**src/rtl/nchb_pkg.sv**
```systemverilog
`default_nettype none
package nchb_pkg;

  // Stack depth default; the top level takes it as a parameter.
  localparam int unsigned MAX_DEPTH = 16;

  localparam logic [31:0] CHUNK_HDR_BYTES = 32'd8;
  localparam logic [31:0] MINI_HDR_BYTES  = 32'd2;
  localparam logic [31:0] MINI_LIMIT      = 32'h0000_00FF;

  // APB register map: one 32-bit register per word.
  localparam int unsigned PADDR_W = 3;
  localparam logic [0:0]  REG_START_POSITION = 1'b0;

  typedef enum logic [1:0] {
    CMD_BEGIN      = 2'd0,
    CMD_BEGIN_MINI = 2'd1,
    CMD_END        = 2'd2,
    CMD_DATA       = 2'd3
  } cmd_t;

  typedef enum logic [1:0] {
    KIND_ACK        = 2'd0,
    KIND_CHUNK_PATCH = 2'd1,
    KIND_MINI_PATCH = 2'd2,
    KIND_ERROR      = 2'd3
  } kind_t;

  typedef enum logic [2:0] {
    ERR_NONE          = 3'd0,
    ERR_DEPTH         = 3'd1,
    ERR_NOTHING_OPEN  = 3'd2,
    ERR_MINI_OPEN     = 3'd3,
    ERR_MINI_TYPE     = 3'd4,
    ERR_MINI_SIZE     = 3'd5
  } err_t;

  typedef struct packed {
    cmd_t        cmd;
    logic [31:0] chunk_type;
    logic [15:0] data_len;
  } req_t;

  typedef struct packed {
    kind_t       result_kind;
    logic [31:0] patch_offset;
    logic [31:0] patch_type;
    logic [31:0] patch_size;
    err_t        error_code;
    logic [31:0] position_now;
  } res_t;

  // One stack entry below the top of stack.
  typedef struct packed {
    logic [31:0] start;
    logic [31:0] ctype;
    logic        container;
  } entry_t;

endpackage
`default_nettype wire

```
**src/rtl/nested_chunk_header_backpatcher_unit.sv**
```systemverilog
`default_nettype none
// Nested chunk header back-patcher. Tracks a 32-bit byte write position
// (wrapping) and a stack of up to MAX_DEPTH open chunks plus one open
// mini-chunk. Each request (begin chunk, begin mini-chunk, end, data) gives
// exactly one result: an acknowledge, a chunk or mini-chunk header patch
// (offset, type, body size; chunk sizes carry the container flag in bit 31),
// or an error with its code and no state change (a mini-chunk whose size
// exceeds 255 is closed and dropped). position_now is the position after
// the request. One request is taken per clock; its result is registered. A
// two-entry output (result register plus skid register) lets requests keep
// flowing while a result waits, and req_ready drops only when both entries
// are full. The top of stack lives in flops; entries below it sit in a
// MAX_DEPTH-entry memory whose registered read port always holds the entry
// just below the top, with write-through when that entry is written in the
// same cycle, so an end request never waits on the memory. No clearing
// pass after reset. The start_position register (APB byte address 0) loads
// the write position when written; write it only while the block is idle.
module nested_chunk_header_backpatcher_unit #(
  parameter int unsigned MAX_DEPTH = nchb_pkg::MAX_DEPTH
) (
  input  wire                          clk,
  input  wire                          rst,
  // request channel
  input  wire                          req_valid,
  output logic                         req_ready,
  input  nchb_pkg::req_t               req_data,
  // result channel
  output logic                         res_valid,
  input  wire                          res_ready,
  output nchb_pkg::res_t               res_data,
  // configuration port
  input  wire                          psel,
  input  wire                          penable,
  input  wire                          pwrite,
  input  wire [nchb_pkg::PADDR_W-1:0]  paddr,
  input  wire [31:0]                   pwdata,
  output logic [31:0]                  prdata,
  output logic                         pready
);

  localparam int unsigned CNT_W = $clog2(MAX_DEPTH + 1);
  localparam int unsigned IDX_W = (MAX_DEPTH > 1) ? $clog2(MAX_DEPTH) : 1;

  // Architectural state
  logic [31:0]      start_position;
  logic [31:0]      write_position, write_position_next;
  logic [CNT_W-1:0] open_count, open_count_next;
  logic             mini_open, mini_open_next;
  logic [31:0]      mini_start, mini_start_next;
  logic [7:0]       mini_type, mini_type_next;

  // Top of stack, held in flops
  logic [31:0]      top_start, top_start_next;
  logic [31:0]      top_type, top_type_next;
  logic             top_flag, top_flag_next;

  // Entries below the top
  nchb_pkg::entry_t stack_mem [MAX_DEPTH];
  nchb_pkg::entry_t below;           // registered read: entry under the top
  logic             st_we;
  logic [IDX_W-1:0] st_waddr;
  logic [IDX_W-1:0] st_raddr;
  nchb_pkg::entry_t st_wdata;
  logic [CNT_W-1:0] cnt_dec, rd_ptr;

  // Output register plus skid
  nchb_pkg::res_t   res_reg, skid_reg, res;
  logic             skid_valid;

  logic             accept, pop, cfg_wr;
  logic [31:0]      size_calc;

  assign accept    = req_valid && req_ready;
  assign pop       = res_valid && res_ready;
  assign req_ready = !skid_valid;
  assign res_data  = res_reg;

  // APB: always ready, single register
  assign pready = 1'b1;
  assign cfg_wr = psel && penable && pwrite && pready &&
                  (paddr[2] == nchb_pkg::REG_START_POSITION);
  assign prdata = (paddr[2] == nchb_pkg::REG_START_POSITION) ? start_position : 32'd0;

  assign cnt_dec  = open_count - CNT_W'(1);
  assign st_waddr = cnt_dec[IDX_W-1:0];
  // Keep the read port aimed at the entry under the next top of stack.
  assign rd_ptr   = open_count_next - CNT_W'(2);
  assign st_raddr = rd_ptr[IDX_W-1:0];

  // Request decode and next state
  always_comb begin
    write_position_next = write_position;
    open_count_next     = open_count;
    mini_open_next      = mini_open;
    mini_start_next     = mini_start;
    mini_type_next      = mini_type;
    top_start_next      = top_start;
    top_type_next       = top_type;
    top_flag_next       = top_flag;
    st_we               = 1'b0;
    st_wdata            = '{start: top_start, ctype: top_type, container: 1'b1};
    size_calc           = 32'd0;

    res              = '0;
    res.result_kind  = nchb_pkg::KIND_ACK;
    res.error_code   = nchb_pkg::ERR_NONE;

    if (accept) begin
      unique case (req_data.cmd)
        nchb_pkg::CMD_BEGIN: begin
          if (open_count == CNT_W'(MAX_DEPTH)) begin
            res.result_kind = nchb_pkg::KIND_ERROR;
            res.error_code  = nchb_pkg::ERR_DEPTH;
          end else begin
            // old top goes down into memory, now marked as a container
            st_we               = (open_count != '0);
            top_start_next      = write_position;
            top_type_next       = req_data.chunk_type;
            top_flag_next       = 1'b0;
            open_count_next     = open_count + CNT_W'(1);
            write_position_next = write_position + nchb_pkg::CHUNK_HDR_BYTES;
          end
        end
        nchb_pkg::CMD_BEGIN_MINI: begin
          priority if (open_count == '0) begin
            res.result_kind = nchb_pkg::KIND_ERROR;
            res.error_code  = nchb_pkg::ERR_NOTHING_OPEN;
          end else if (mini_open) begin
            res.result_kind = nchb_pkg::KIND_ERROR;
            res.error_code  = nchb_pkg::ERR_MINI_OPEN;
          end else if (req_data.chunk_type > nchb_pkg::MINI_LIMIT) begin
            res.result_kind = nchb_pkg::KIND_ERROR;
            res.error_code  = nchb_pkg::ERR_MINI_TYPE;
          end else begin
            mini_open_next      = 1'b1;
            mini_start_next     = write_position;
            mini_type_next      = req_data.chunk_type[7:0];
            write_position_next = write_position + nchb_pkg::MINI_HDR_BYTES;
          end
        end
        nchb_pkg::CMD_DATA: begin
          if (open_count == '0) begin
            res.result_kind = nchb_pkg::KIND_ERROR;
            res.error_code  = nchb_pkg::ERR_NOTHING_OPEN;
          end else begin
            write_position_next = write_position + {16'd0, req_data.data_len};
          end
        end
        nchb_pkg::CMD_END: begin
          priority if (open_count == '0) begin
            res.result_kind = nchb_pkg::KIND_ERROR;
            res.error_code  = nchb_pkg::ERR_NOTHING_OPEN;
          end else if (mini_open) begin
            // mini closes either way; oversize drops it
            size_calc      = write_position - (mini_start + nchb_pkg::MINI_HDR_BYTES);
            mini_open_next = 1'b0;
            if (size_calc > nchb_pkg::MINI_LIMIT) begin
              res.result_kind = nchb_pkg::KIND_ERROR;
              res.error_code  = nchb_pkg::ERR_MINI_SIZE;
            end else begin
              res.result_kind  = nchb_pkg::KIND_MINI_PATCH;
              res.patch_offset = mini_start;
              res.patch_type   = {24'd0, mini_type};
              res.patch_size   = size_calc;
            end
          end else begin
            size_calc        = write_position - (top_start + nchb_pkg::CHUNK_HDR_BYTES);
            res.result_kind  = nchb_pkg::KIND_CHUNK_PATCH;
            res.patch_offset = top_start;
            res.patch_type   = top_type;
            res.patch_size   = {top_flag, size_calc[30:0]};
            open_count_next  = cnt_dec;
            top_start_next   = below.start;
            top_type_next    = below.ctype;
            top_flag_next    = below.container;
          end
        end
        default: begin
          res.result_kind = nchb_pkg::KIND_ACK;
        end
      endcase
    end

    res.position_now = write_position_next;
  end

  // Control and architectural state
  always_ff @(posedge clk) begin
    if (rst) begin
      start_position <= 32'd0;
      write_position <= 32'd0;
      open_count     <= '0;
      mini_open      <= 1'b0;
    end else begin
      if (cfg_wr) begin
        start_position <= pwdata;
        write_position <= pwdata;
      end else begin
        write_position <= write_position_next;
      end
      open_count <= open_count_next;
      mini_open  <= mini_open_next;
    end
  end

  // Payload state, no reset needed
  always_ff @(posedge clk) begin
    mini_start <= mini_start_next;
    mini_type  <= mini_type_next;
    top_start  <= top_start_next;
    top_type   <= top_type_next;
    top_flag   <= top_flag_next;
  end

  // Stack memory with write-through on the read port
  always_ff @(posedge clk) begin
    if (st_we) begin
      stack_mem[st_waddr] <= st_wdata;
    end
    if (st_we && (st_waddr == st_raddr)) begin
      below <= st_wdata;
    end else begin
      below <= stack_mem[st_raddr];
    end
  end

  // Result register and skid
  always_ff @(posedge clk) begin
    if (rst) begin
      res_valid  <= 1'b0;
      skid_valid <= 1'b0;
    end else begin
      priority if (skid_valid) begin
        if (pop) begin
          skid_valid <= 1'b0;
        end
      end else if (accept) begin
        if (res_valid && !pop) begin
          skid_valid <= 1'b1;
        end else begin
          res_valid <= 1'b1;
        end
      end else begin
        if (pop) begin
          res_valid <= 1'b0;
        end
      end
    end
  end

  always_ff @(posedge clk) begin
    priority if (skid_valid) begin
      if (pop) begin
        res_reg <= skid_reg;
      end
    end else begin
      if (accept) begin
        if (res_valid && !pop) begin
          skid_reg <= res;
        end else begin
          res_reg <= res;
        end
      end
    end
  end

endmodule
`default_nettype wire
```
**config.mk**
```make
export PLATFORM = sky130hd
export DESIGN_NAME = nested_chunk_header_backpatcher_unit
export DESIGN_NICKNAME = d
export VERILOG_FILES = /design/src/rtl/nchb_pkg.sv /design/src/rtl/nested_chunk_header_backpatcher_unit.sv
export SDC_FILE = /design/constraint.sdc
export NUM_CORES = 2
export LEC_CHECK = 0
export ABC_AREA = 1
export CAP_MARGIN = 10
export CORE_ASPECT_RATIO = 1.25
export CORE_MARGIN = 10
export CORE_UTILIZATION = 35
export DETAILED_ROUTE_END_ITERATION = 12
export DONT_BUFFER_PORTS = 1
export PLACE_DENSITY = 0.58
export SLEW_MARGIN = 10
export SYNTH_ARGS = -nofsm -noshare
export SYNTH_HDL_FRONTEND = slang
export SYNTH_SLANG_ARGS = --single-unit
```
**constraint.sdc**
```tcl
create_clock -name clk -period 15.58 [get_ports clk]
set_clock_uncertainty 0.05 [all_clocks]
set_input_delay 0 -clock clk [delete_from_list [all_inputs] [get_ports clk]]
set_output_delay 0 -clock clk [all_outputs]
set_load 0.01 [all_outputs]
```
==> reports/results.txt <==
DRC - 0
Clk slew on worst S/H paths - 60 ps
CTS sink count - 1471
CTS Root Cell - clkbuf_16
CTS tree - yes
Routed Antenna Nets - 0
Comb power frac - 13.1%
Internal - 0.00672 W
Max-slew headroom - 11.2%
Via/cell ratio - 5.41
Vias in the first global route - 47000
Max-Cap Viols - 0
Buffer levels on the longest clock path - 3
Flop-to-flop setup slack - 10440 ps
Synth async-reset ratio - 0%
Initial drt markers - 4200
Pre-Repair DR Iteration Count - 5
Crit Path Max Fanout - 33
DP Wirelength - 128000 um
DR WL/cell - 24.2 um
Data required, critical path - 16210 ps
Share of cells above drive strength 1 - 6.48%
Die Y-Extent - 505 um
Post-Synthesis Cells - 6097
Hold Path Class - input port to output pin
Die X - 408 um
Synth Flop Type - edfxtp_1
Synth top area share - 63.6%
Std-Cell Rows - 178
Leakage power - 26.9 nW
Nets - 6449
EDFF count, synth - 1395
I/O pin cnt - 260
Worst Setup Slack, final - 10440 ps
Worst slew pin tran - 1330 ps
Largest net degree at the start of global routing - 206
WL final - 214000 um
Yosys warns - 0
Final number of setup-violating endpoints - 0
Total gr overflow - 0
Slew Limit Fails - 0
P&R area growth vs syn - 14.3%
Global-route wire length before repair - 311000 um
Most common cell after layout, fill and taps aside - edfxtp_1
Placeable core region - 188000 sq um
Mapped cell area - 65900 sq um
Sequential share of power - 48.9%
NetSw - 0.00257 W
Post-Place Worst Slack - 10430 ps
Final Power - 0.00929 W
Top cells by area, synth - edfxtp_1 64%, nand2_1 6.1%, o21ai_0 5.2%
Sw Share - 27.6%
Power per standard cell area - 123 nW/um^2
Max frequency - 0.194 GHz
H-tree depth - 4
Clock power share - 38.0%
Period minus WS final - 5140 ps
Final hold viol count - 0
GRT Util Overall - 19.9%
Initial antenna violation count - 5
Worst setup SP type - flop
CP Data Arrival Time - 5770 ps
Die area - 206000 sq um
Peak supply drop - 0.000125 V
RSZ-0062 raised after global routing - no
Final Cycle Share - 33.0%
Port-buffer cells - 0
Commonest non-fill, non-tap cells in the layout - 1395 x edfxtp_1, 1069 x nand2_1, 856 x nor2_1
Synth Register Bits - 1471
Sequential share of the synthesized area - 65.9%
Cell variety after synth - 59
Area leader, netlist - edfxtp_1
Gpl congestion - 0.932
Endpoint class of the critical path - flop
CTS buffer count - 153
Status - complete, no violations
Synthesized area per cell - 10.8 sq um
Net Count, Synth - 6336
Skew-Pair Late Insertion Delay - 820 ps
Max FFs per register - 1024
Vias - 47900
Setup TNS - 0 ps
Starting density of the core - 35.1%
Crit Path Category - flop to flop
per-layer routing:
layer / global-route usage, % / routed length, um / up-vias
met5: 0 / 47 / -
met4: 8.53 / 9460 / 8
met3: 3.90 / 15200 / 418
met2: 33.0 / 101000 / 1786
met1: 25.3 / 87700 / 23900
li1: - / - / 21800
worst max-delay path: stages (launching register included):
cell and delay, ps:
dfxtp_1 530, clkinv_1 520, ha_1 490, inv_1 40, ha_1 360, nand2_1 150
nor2_1 210, nand3_1 130, nand2_1 170, nand2_1 110, a21oi_1 130, o21ai_0 130
nor3_2 460, nand3_4 350, buf_4 460, o21ai_0 490, nand2_1 90, nand2_1 80
layout make-up:
class | count | area, sq um
clock inverters | 72 | 697
inverters | 505 | 1930
repair buffers | 275 | 2560
clock buffers | 198 | 4060
diodes | 3 | 7.51
fillers | 18000 | 112000
well taps | 2520 | 3150
flip-flops and latches | 1471 | 43400
multi-input cells | 3804 | 19500
timing repair:
action | CTS | global route
buffers inserted | 0 | 0
setup endpoints to repair | 0 | 0
hold buffers | 171 | 0
gates resized for setup | 0 | 0
hold endpoints to repair | 273 | 0
power groups by stage:
| stage | combinational (W) | sequential [W] | clock, W |
|---|---|---|---|
| detailed placement | 0.00117 | 0.00462 | 0 |
| CTS | 0.00122 | 0.00454 | 0.00358 |
| finish | 0.00122 | 0.00454 | 0.00353 |
| global route | 0.00135 | 0.00455 | 0.00373 |
| global placement | 0.00116 | 0.00462 | 0 |
| floorplan | 0.000790 | 0.00456 | 0 |
through the flow:
| step | instance area (sq um) | cells | util [%] | hold WS (ps) |
|---|---|---|---|---|
| after floorplan | 65900 | 6097 | - | 48.9 |
| after global placement | 68800 | 8404 | 36.7 | 9.50 |
| after detailed placement | 68800 | 8404 | 36.7 | 8.11 |
| after CTS | 75300 | 8845 | 40.1 | 6.92 |
| after global routing | 75300 | 8846 | 40.1 | 9.31 |
| final | 75300 | 8848 | 40.1 | 3.92 |
final timing paths:
path	start	end	cells after the start
max	write_position[8]	res_data[130]	17
min	paddr[2]	prdata[10]	1
max reg2reg	write_position[8]	res_data[130]	17
min reg2reg	start_position[18]	start_position[18]	2
cell usage after synthesis, types with 30 or more instances:
| master | n |
|---|---|
| nand4_1 | 34 |
| nor2_1 | 879 |
| o21ai_2 | 30 |
| nor3_1 | 34 |
| o21ai_0 | 678 |
| edfxtp_1 | 1395 |
| inv_1 | 491 |
| o22ai_1 | 66 |
| o221ai_1 | 200 |
| nand3_1 | 232 |
| nand2_1 | 1069 |
| a21oi_1 | 189 |
| a31oi_1 | 75 |
| ha_1 | 144 |
| clkbuf_1 | 288 |
| dfxtp_1 | 76 |
cell families (layout without fill, tap and decap cells):
kind of cell    count (synthesis)  count (layout)  share of synthesized area, %
fa+ha+maj                     147             147                          2.83
other cells                     1               4                       0.00569
xor+xnor                       37              37                         0.492
flops                        1471            1471                          65.9
buf+inv                       822            1050                          4.75
compound gates               1317            1317                          12.0
simple gates                 2302            2302                          14.0
Note: power is estimated with default switching activity, not from simulation.
